$ cat src/hdl/oshm_pkg.sv
// ----------------------------------------------------------------------------
// oshm_pkg
// types and codes shared by the one-shot modifier tracker modules
// ----------------------------------------------------------------------------
package oshm_pkg;

  // widths of the block's fields, fixed by the event format
  localparam int MaxMods  = 8;
  localparam int StW      = 3;
  localparam int KeyW     = 16;
  localparam int CountW   = 4;

  // per-modifier state codes
  localparam logic [StW-1:0] ST_OFF     = 3'd0;
  localparam logic [StW-1:0] ST_PRESSED = 3'd1;
  localparam logic [StW-1:0] ST_QUEUED  = 3'd2;
  localparam logic [StW-1:0] ST_LOCK    = 3'd3;
  localparam logic [StW-1:0] ST_END     = 3'd4;

  // event classes
  localparam logic [2:0] REQ_NORMAL  = 3'd0;
  localparam logic [2:0] REQ_TRIGGER = 3'd1;
  localparam logic [2:0] REQ_CANCEL  = 3'd2;
  localparam logic [2:0] REQ_IGNORED = 3'd3;
  localparam logic [2:0] REQ_ALL_OFF = 3'd4;

  typedef struct packed {
    logic [2:0]      req_type;
    logic            pressed;
    logic [2:0]      mod_index;
    logic [KeyW-1:0] keycode;
  } oshm_req_t;

  typedef struct packed {
    logic [MaxMods-1:0] mods_registered;
    logic [MaxMods-1:0] mods_unregistered;
    logic               key_release_valid;
    logic [KeyW-1:0]    key_release_code;
    logic [CountW-1:0]  changed_count;
    logic [MaxMods-1:0] mods_active;
  } oshm_result_t;

endpackage

$ cat src/hdl/oshm_step.sv
// ----------------------------------------------------------------------------
// oshm_step
// next-state and result logic for one key event, all modifiers in parallel
// ----------------------------------------------------------------------------
module oshm_step
  import oshm_pkg::*;
#(
  parameter int MOD_COUNT = 8
) (
  input  oshm_req_t       req,
  input  logic [StW-1:0]  st [MOD_COUNT],
  input  logic            unapplied,
  input  logic [KeyW-1:0] held_key,
  output logic [StW-1:0]  st_next [MOD_COUNT],
  output logic            unapplied_next,
  output logic [KeyW-1:0] held_key_next,
  output oshm_result_t    res
);

  logic [MOD_COUNT-1:0] act_now;
  logic                 any_active;
  logic                 clear_queued;
  logic                 sel;

  always_comb begin
    for (int i = 0; i < MOD_COUNT; i++) begin
      act_now[i] = (st[i] != ST_OFF);
    end
    any_active = |act_now;
    // a press that only consumes the pending one-shot keeps queued mods
    clear_queued = any_active && !(req.pressed && unapplied);
  end

  always_comb begin
    sel            = 1'b0;
    unapplied_next = unapplied;
    held_key_next  = held_key;
    res            = '0;

    case (req.req_type)
      REQ_NORMAL: begin
        if (req.pressed) begin
          if (any_active && unapplied) begin
            unapplied_next = 1'b0;
          end
          if (any_active && !unapplied && (held_key != '0)) begin
            res.key_release_valid = 1'b1;
            res.key_release_code  = held_key;
          end
          held_key_next = req.keycode;
        end else begin
          if (any_active && (req.keycode != '0)) begin
            res.key_release_valid = 1'b1;
            res.key_release_code  = req.keycode;
          end
          held_key_next = '0;
        end
      end
      REQ_CANCEL: begin
        unapplied_next = 1'b0;
      end
      REQ_ALL_OFF: begin
        for (int i = 0; i < MOD_COUNT; i++) begin
          res.changed_count = res.changed_count + CountW'(act_now[i]);
        end
      end
      default: begin
      end
    endcase

    for (int i = 0; i < MOD_COUNT; i++) begin
      st_next[i] = st[i];
      sel = (req.mod_index == 3'(i));
      case (req.req_type)
        REQ_NORMAL: begin
          if (clear_queued && (st[i] == ST_QUEUED)) begin
            st_next[i] = ST_OFF;
          end
        end
        REQ_TRIGGER: begin
          if (sel && req.pressed) begin
            if (st[i] == ST_OFF) begin
              unapplied_next = (held_key == '0);
            end
            st_next[i] = (st[i] >= ST_END) ? ST_END : st[i] + StW'(1);
          end else if (sel) begin
            if (st[i] == ST_PRESSED) begin
              st_next[i] = unapplied ? ST_QUEUED : ST_OFF;
            end else if (st[i] >= ST_END) begin
              st_next[i] = ST_OFF;
            end
          end
        end
        REQ_CANCEL, REQ_ALL_OFF: begin
          st_next[i] = ST_OFF;
        end
        default: begin
        end
      endcase
      res.mods_registered[i]   = (st[i] == ST_OFF) && (st_next[i] != ST_OFF);
      res.mods_unregistered[i] = (st[i] != ST_OFF) && (st_next[i] == ST_OFF);
      res.mods_active[i]       = (st_next[i] != ST_OFF);
    end
  end

endmodule

$ cat src/hdl/one_shot_modifier_tracker_unit.sv
// ----------------------------------------------------------------------------
// one_shot_modifier_tracker_unit
// one-shot modifier tracker: per-modifier state machines driven by
// pre-classified key events, one result beat per event beat
// ----------------------------------------------------------------------------
//
//  channel  handshake              payload
//  -------  ---------------------  ------------------------------------------
//  input    in_valid / in_ready    req_type, pressed, mod_index, keycode
//  output   out_valid / out_ready  mods_registered, mods_unregistered,
//                                  key_release_valid, key_release_code,
//                                  changed_count, mods_active
//
//  an event beat is held in the input register, then the step logic
//  updates the modifier state and loads the result register at the same edge
//  one beat per cycle sustained while out_ready is high, set by the single
//  pass through the step logic
//  synchronous reset puts every modifier off, clears the flag and held key
//  a stalled output holds the input register; in_ready drops only when both
//  registers are full and out_ready is low
//
module one_shot_modifier_tracker_unit
  import oshm_pkg::*;
#(
  parameter int MOD_COUNT = 8
) (
  input  logic              clk,
  input  logic              rst,
  // event channel
  input  logic              in_valid,
  output logic              in_ready,
  input  logic [2:0]        req_type,
  input  logic              pressed,
  input  logic [2:0]        mod_index,
  input  logic [KeyW-1:0]   keycode,
  // result channel
  output logic              out_valid,
  input  logic              out_ready,
  output logic [MaxMods-1:0] mods_registered,
  output logic [MaxMods-1:0] mods_unregistered,
  output logic              key_release_valid,
  output logic [KeyW-1:0]   key_release_code,
  output logic [CountW-1:0] changed_count,
  output logic [MaxMods-1:0] mods_active
);

  // input register
  logic         req_valid;
  oshm_req_t    req;

  // tracker state
  logic [StW-1:0]  mod_state [MOD_COUNT];
  logic            unapplied_flag;
  logic [KeyW-1:0] held_key;

  // step logic outputs
  logic [StW-1:0]  mod_state_next [MOD_COUNT];
  logic            unapplied_flag_next;
  logic [KeyW-1:0] held_key_next;
  oshm_result_t    res;

  // result register
  oshm_result_t    res_q;

  logic advance;

  // the queued event moves on when the result register is free or draining
  assign advance  = req_valid && (!out_valid || out_ready);
  assign in_ready = !req_valid || advance;

  always_ff @(posedge clk) begin
    if (rst) begin
      req_valid <= 1'b0;
    end else if (in_ready) begin
      req_valid <= in_valid;
    end
  end

  // payload only, no reset needed
  always_ff @(posedge clk) begin
    if (in_ready && in_valid) begin
      req.req_type  <= req_type;
      req.pressed   <= pressed;
      req.mod_index <= mod_index;
      req.keycode   <= keycode;
    end
  end

  oshm_step #(
    .MOD_COUNT (MOD_COUNT)
  ) u_step (
    .req            (req),
    .st             (mod_state),
    .unapplied      (unapplied_flag),
    .held_key       (held_key),
    .st_next        (mod_state_next),
    .unapplied_next (unapplied_flag_next),
    .held_key_next  (held_key_next),
    .res            (res)
  );

  // state commits only when the event's result is loaded
  always_ff @(posedge clk) begin
    if (rst) begin
      for (int i = 0; i < MOD_COUNT; i++) begin
        mod_state[i] <= ST_OFF;
      end
      unapplied_flag <= 1'b0;
      held_key       <= '0;
    end else if (advance) begin
      mod_state      <= mod_state_next;
      unapplied_flag <= unapplied_flag_next;
      held_key       <= held_key_next;
    end
  end

  // result register
  always_ff @(posedge clk) begin
    if (rst) begin
      out_valid <= 1'b0;
    end else if (advance) begin
      out_valid <= 1'b1;
    end else if (out_ready) begin
      out_valid <= 1'b0;
    end
  end

  always_ff @(posedge clk) begin
    if (advance) begin
      res_q <= res;
    end
  end

  assign mods_registered   = res_q.mods_registered;
  assign mods_unregistered = res_q.mods_unregistered;
  assign key_release_valid = res_q.key_release_valid;
  assign key_release_code  = res_q.key_release_code;
  assign changed_count     = res_q.changed_count;
  assign mods_active       = res_q.mods_active;

  // a modifier cannot both leave and return to off in one step
  a_reg_unreg_disjoint : assert property (@(posedge clk) disable iff (rst)
    out_valid |-> ((mods_registered & mods_unregistered) == '0))
    else $error("modifier both registered and unregistered");

  // a newly registered modifier is active after the step
  a_reg_is_active : assert property (@(posedge clk) disable iff (rst)
    out_valid |-> ((mods_registered & ~mods_active) == '0))
    else $error("registered modifier not active");

  // no release code without a release
  a_release_code_zero : assert property (@(posedge clk) disable iff (rst)
    (out_valid && !key_release_valid) |-> (key_release_code == '0))
    else $error("release code set without release");

  // a held event is not dropped while the result side stalls
  a_req_held : assert property (@(posedge clk) disable iff (rst)
    (req_valid && !advance) |=> req_valid)
    else $error("pending event lost during stall");

endmodule
$ cat config.mk
export PLATFORM = sky130hd
export DESIGN_NAME = one_shot_modifier_tracker_unit
export DESIGN_NICKNAME = d
export VERILOG_FILES = /design/src/hdl/oshm_pkg.sv /design/src/hdl/oshm_step.sv /design/src/hdl/one_shot_modifier_tracker_unit.sv
export SDC_FILE = /design/constraint.sdc
export NUM_CORES = 1
export LEC_CHECK = 0
export BUFFER_PORTS_ARGS = -buffer_cell sky130_fd_sc_hd__buf_2
export CAP_MARGIN = 20
export CORE_ASPECT_RATIO = 2
export CORE_MARGIN = 10
export CORE_UTILIZATION = 63
export CTS_CLUSTER_SIZE = 40
export DETAILED_ROUTE_END_ITERATION = 8
export PLACE_DENSITY = 0.9
export SKIP_LAST_GASP = 1
export SYNTH_ARGS = -nofsm -noshare
export SYNTH_HDL_FRONTEND = slang
export SYNTH_SLANG_ARGS = --single-unit
$ cat constraint.sdc
create_clock -name clk -period 5.19 [get_ports clk]
set_input_delay 1.038 -clock clk [delete_from_list [all_inputs] [get_ports clk]]
set_output_delay 1.038 -clock clk [all_outputs]
set_load 0.01 [all_outputs]
Yosys cells after proc, flatten, opt, wreduce, memory -nomap -nowiden
Index checks and enable logic that the tools add are counted.
Widths: inputs -> output; s select.
{"block": "word_totals", "ff_bits": 111, "output_inout_bits": 47, "wordCells": 248}
{"block": "classes", "n_addsub": 15, "order_cmp": 8, "eq_ne": 26, "mux": 90, "n_reduce_logical": 87}
{"cell": "$mux 3", "n": 48}
{"cell": "$pmux 3 s3", "n": 8}
{"cell": "$logic_not 3->1", "n": 18}
{"cell": "$mux 17", "n": 3}
{"cell": "$reduce_bool 3->1", "n": 16}
{"cell": "$logic_and 1x1->1", "n": 40}
{"cell": "$eq 3x2->1 const B", "n": 11}
{"cell": "$reduce_bool 16->1", "n": 2}
{"cell": "$eq 3x1->1 const B", "n": 10}
{"cell": "$mux 1", "n": 28}
{"cell": "$add 3x1->3 const B", "n": 8}
{"cell": "$add 4x1->4", "n": 6}
{"cell": "$ge 3x3->1 const B", "n": 8}
{"cell": "$logic_not 16->1", "n": 1}
{"cell": "$mux 16", "n": 1}
{"cell": "$eq 3x3->1 const B", "n": 5}
{"cell": "$reduce_or 8->1", "n": 1}
{"cell": "$logic_not 1->1", "n": 4}
{"cell": "$add 1x1->2", "n": 1}
{"cell": "$logic_or 1x1->1", "n": 2}
{"cell": "$mux 2", "n": 1}
{"cell": "$pmux 1 s2", "n": 1}
{"cell": "$reduce_and 2->1", "n": 1}
{"cell": "$reduce_bool 2->1", "n": 1}
{"cell": "$reduce_or 2->1", "n": 1}

Longest topological paths before layout
{"block": "depth", "word_depth": 30, "depth_mapped": 14, "mapped_depth_nobuf": 14}

Hierarchy
A second synthesis with hierarchy kept.
{"block": "hier_totals", "cells_unflattened": 686, "hier_area_um2": 7111.8}
{"mod": "one_shot_modifier_tracker_unit", "n_inst": 1, "cells_per_inst": 256, "area_per_inst_um2": 4000.1, "seq_area_each_um2": 2902.8}
{"mod": "oshm_step", "n_inst": 1, "cells_per_inst": 430, "area_per_inst_um2": 3111.7, "seq_area_each_um2": 0.0}

Least setup slack after synthesis
Ideal clock, no wire load.
{"block": "synth_path", "kind": "input port to flip-flop", "startpoint": "input port out_ready", "endpoint": "register res_q, in the netlist changed_count[0], enable pin", "setup_ps": 427, "arrival_ps": 2917, "required_ps": 4763, "path_slack_ps": 1846, "path_stages": 4, "n_path_buf": 1, "cell_sequence": "nand2b_1 -> nand2_1 -> inv_2 -> clkbuf_1"}
{"block": "synth_between", "elab_chain_cells": 2}
{"element": "start, declared", "line_no": "one_shot_modifier_tracker_unit.sv:38", "text": "input logic out_ready,"}
{"element": "$logic_or 1x1->1", "line_no": "one_shot_modifier_tracker_unit.sv:68", "text": "assign advance = req_valid && (!out_valid || out_ready);"}
{"element": "$logic_and 1x1->1", "line_no": "one_shot_modifier_tracker_unit.sv:68"}
{"element": "net advance", "line_no": "one_shot_modifier_tracker_unit.sv:65", "text": "logic advance;"}
{"element": "end signal, assigned", "line_no": "one_shot_modifier_tracker_unit.sv:130", "text": "res_q <= res;"}
{"element": "end, declared", "line_no": "one_shot_modifier_tracker_unit.sv:63", "text": "oshm_result_t res_q;"}
The timed path passes the listed nets, and every way through them passes these cells.
A chain may end at the register's enable or synchronous reset.

Final worst setup path
{"block": "layout_path", "startpoint": "register mod_state[21] (netlist name)", "endpoint": "register res_q, in the netlist changed_count[1] (data pin)"}
{"block": "layout_between", "elab_chain_cells": 8}
{"element": "start, declared", "line_no": "one_shot_modifier_tracker_unit.sv:52", "text": "logic [StW-1:0] mod_state [MOD_COUNT];"}
{"element": "start signal, assigned", "line_no": "one_shot_modifier_tracker_unit.sv:111", "text": "mod_state <= mod_state_next;"}
{"element": "$reduce_bool 3->1", "line_no": "oshm_step.sv:27", "text": "act_now[i] = (st[i] != ST_OFF);"}
{"element": "$add 1x1->2", "line_no": "oshm_step.sv:64", "text": "res.changed_count = res.changed_count + CountW'(act_now[i]);"}
{"element": "$add 4x1->4 (6 in a row)", "line_no": "oshm_step.sv:64"}
No other way between the ends.

==> summary.md <==
| Metric | Value |
|---|---|
| Gr ovfl total | 0 |
| Hold WC Path Type | flip-flop to flip-flop |
| Mapped Cells | 585 |
| Cell Chain, Critical Path | inv_1, ha_1, nand2b_1, inv_1, ha_1, inv_1, fa_1, fa_1, inv_1, fa_1, inv_1, fa_1, nor2_1 |
| Internal power | 1420 uW |
| CTS root buf | clkbuf_16 |
| Syn Area/Cell | 10.1 um2 |
| Top-count cell post-synth | edfxtp_1 |
| Clock latency on the worst-skew pair | 0.35 ns |
| Slowest cell on crit path | fa_1 |
| Clock Path Buffers | 2 |
| XOR/XNOR share of the synthesized area | 0.00295 |
| Resize count post-CTS | 0 |
| Sequential share of the synthesized area | 0.489 |
| Die width | 88.6 um |
| Distinct cells, synth | 64 |
| Final Max Tran Viols | 0 |
| DRC Markers | 0 |
| Setup violators final | 0 |
| CP Capture Type | flip-flop |
| Required @ worst endpoint | 5.40 ns |
| Post-synthesis simple-gate area fraction | 0.184 |
| Clock transition at the registers of the reported paths | 0.07 ns |
| Vias in the first global route | 5295 |
| CTS tree | built |
| Period utilization | 0.659 |
| Post-route ant nets | 0 |
| Post-synthesis compound-gate area fraction | 0.165 |
| Fill count | 662 |
| Leakage power | 0.00243 uW |
| Fin. Hold Viols | 0 |
| FF+latch count, synth | 111 |
| Core Area | 0.00926 mm2 |
| Comb pwr share | 0.141 |
| Number of I/O port buffers | 73 |
| Cell Pwr Density | 296 mW/mm2 |
| Clock skew | 0.00852 ns |
| Commonest cells in the netlist | 68 x edfxtp_1, 49 x nor2_1, 44 x nand2_1 |
| Share of cells above drive strength 1 | 0.156 |
| Psw | 526 uW |
| Initial drt markers | 646 |
| Critical path buffers and inverters | 5 |
| CP Launch Type | flip-flop |
| Async SR Flop Fraction | 0 |
| Multi-input logic area | 0.00274 mm2 |
| Largest net degree at the start of global routing | 54 |
| Initial antenna violation count | 0 |
| Clock Power Share | 0.329 |
| Placed Area | 0.00630 mm2 |
| First-pass GRT wire length | 25400 um |
| Slowest stage delay, CP | 0.49 ns |
| Maximum VDD drop | 266 uV |
| Mapped Area | 0.00593 mm2 |
| Placer Congestion | 0.949 |
| Unrepaired setup endpoints after global routing | false |
| Postcts setup bufs | 0 |
| Mux contribution to synthesized area | 0.0175 |
| Sink Count | 111 |
| H-tree depth | 3 |
| Main combinational cell family by area after synthesis | simple AND/OR/NAND/NOR gates |
| Delay-heaviest family, CP | adder cells |
| Sw Share | 0.271 |
| DP Wirelength | 11000 um |
| DRT Wirelength | 15600 um |
| Slew HR | 0.325 |
| I/O Pins | 74 |
| # nets final | 701 |
| Ys flop type | edfxtp_1 |
| Mapped Nets | 652 |
| Max Fclk | 293 MHz |
| Overall Global Routing Usage | 0.234 |
| Status | finished, final reports clean |
| Layout area overhead | 10.8% |
| Synth Area in Adders | 0.0911 |
| Max FO, Critical Path | 7 |
| Cts bufs inserted | 9 |
| Crit-path most repeated cell | inv_1 |
| Synthesis Warnings | 0 |
| Fin area | 0.00657 mm2 |
| Slew @ Worst Pin | 1.01 ns |
| Number of synthesized flops with an enable pin | 68 |
| Via count | 5146 |
| CP Class | flip-flop to flip-flop |
| Seq pwr share | 0.529 |
| Die Y | 157 um |
| Setup_tns | 0 ns |
| WP data arrival | 3.63 ns |
| Number of diodes | 0 |
| Final min period | 3.42 ns |
| CTS Hold Bufs | 0 |
| Register area | 0.00290 mm2 |
| Max-cap violations | 0 |
| Wire per inst | 21.0 um |
| Vias per cell | 6.93 |
| Ranking of synthesized cells by area | edfxtp_1 34%, dfxtp_1 15%, ha_1 7.6% |
| Top-area cell type share of the netlist area | 0.344 |
| Initial Util | 0.641 |
| Die Area | 0.0139 mm2 |
| Fin Hold WS | 0.478 ns |
| First-pass iteration count of the detailed router | 6 |
| FP Rows | 50 |
| Area leader, netlist | edfxtp_1 |
==> state kept, by name, summed over array words and instances (netlist names) <==
register and flops:
held_key 16, mod_state 24, req_valid 1, mods_registered 8
key_release_code 16, changed_count 4, out_valid 1, req 23
key_release_valid 1, mods_unregistered 8, unapplied_flag 1, mods_active 8
==> cells in the final DEF, fill, tap and decap left out, types with 3 or more instances in the layout <==
cell type / synthesis / final
buf_2: 10 / 73
edfxtp_1: 68 / 68
nor2_1: 49 / 49
nand2_1: 44 / 44
dfxtp_1: 43 / 43
ha_1: 36 / 36
inv_1: 34 / 34
nand3_1: 26 / 26
a21oi_1: 25 / 25
a22oi_1: 23 / 23
o21ai_0: 19 / 19
a211oi_1: 17 / 17
a31oi_1: 13 / 13
nor3_1: 13 / 13
nand2b_1: 12 / 12
a32oi_1: 11 / 11
o31ai_1: 9 / 9
nor4_1: 9 / 9
clkbuf_16: 0 / 9
nor4b_1: 7 / 7
o21ai_1: 6 / 6
and4_1: 6 / 6
buf_4: 0 / 5
o22ai_1: 4 / 4
nand4_1: 4 / 4
nand3b_1: 4 / 4
o41ai_1: 4 / 4
fa_1: 4 / 4
nor2b_1: 3 / 3
nor4bb_1: 3 / 3
and3b_1: 3 / 3
and2_1: 3 / 3
nor3b_1: 4 / 3
==> tightest hold or removal path: cells and delay by family (launching register included) <==
kind | cells | cell delay, ns
simple gates | 1 | 0.06
flops | 1 | 0.33
compound gates | 1 | 0.05
==> logic make-up (layout without fill, tap and decap cells) <==
| group | Yosys count | after routing |
|---|---|---|
| AO/OA/AOI/OAI | 145 | 145 |
| XOR/XNOR | 2 | 2 |
| adder cells (fa/ha/maj) | 41 | 41 |
| multiplexers | 7 | 7 |
| AND/OR/NAND/NOR | 204 | 204 |
| buffers and inverters | 75 | 129 |
| flip-flops | 111 | 111 |
==> per-stage QoR <==
stage	total power (uW)	cells	utilization	setup WS, ns
floorplan	1220	585	-	1.85
global placement	1300	726	0.680	1.95
detailed placement	1310	726	0.680	1.82
CTS	1940	742	0.709	1.80
global route	2020	743	0.710	1.57
finish	1940	743	0.710	1.77
==> power by group through the flow <==
stage,logic (uW),registers [uW],clock network (uW)
after floorplan,189,1040,0
after global placement,256,1040,0
after detailed placement,269,1040,0
after CTS,272,1030,639
after global routing,306,1030,678
final,275,1030,639
==> metal layers <==
metal  track usage  vias to the layer above  share of wire
li1              -                     2281              -
met1         0.231                     2423           0.33
met2         0.412                      337           0.53
met3        0.0466                      105          0.067
met4         0.177                        0          0.071
met5             0                        -              0
==> path summary, 6_finish.rpt <==
path,cells after the start,from,endpoint,slack (ns)
worst max-delay path,13,mod_state[21],changed_count[1],1.77
worst min-delay path,2,held_key[13],held_key[13],0.48
worst max register to register,13,mod_state[21],changed_count[1],1.77
worst min register to register,2,held_key[13],held_key[13],0.48
==> cell type report <==
class / count / share of cell area
flip-flops and latches: 111 / 0.442
multi-input cells: 399 / 0.417
repair buffers: 78 / 0.0613
clock buffers: 11 / 0.0354
inverters: 35 / 0.0200
well taps: 104 / 0.0198
clock inverters: 5 / 0.00476
(Power assumes the default switching activity.)
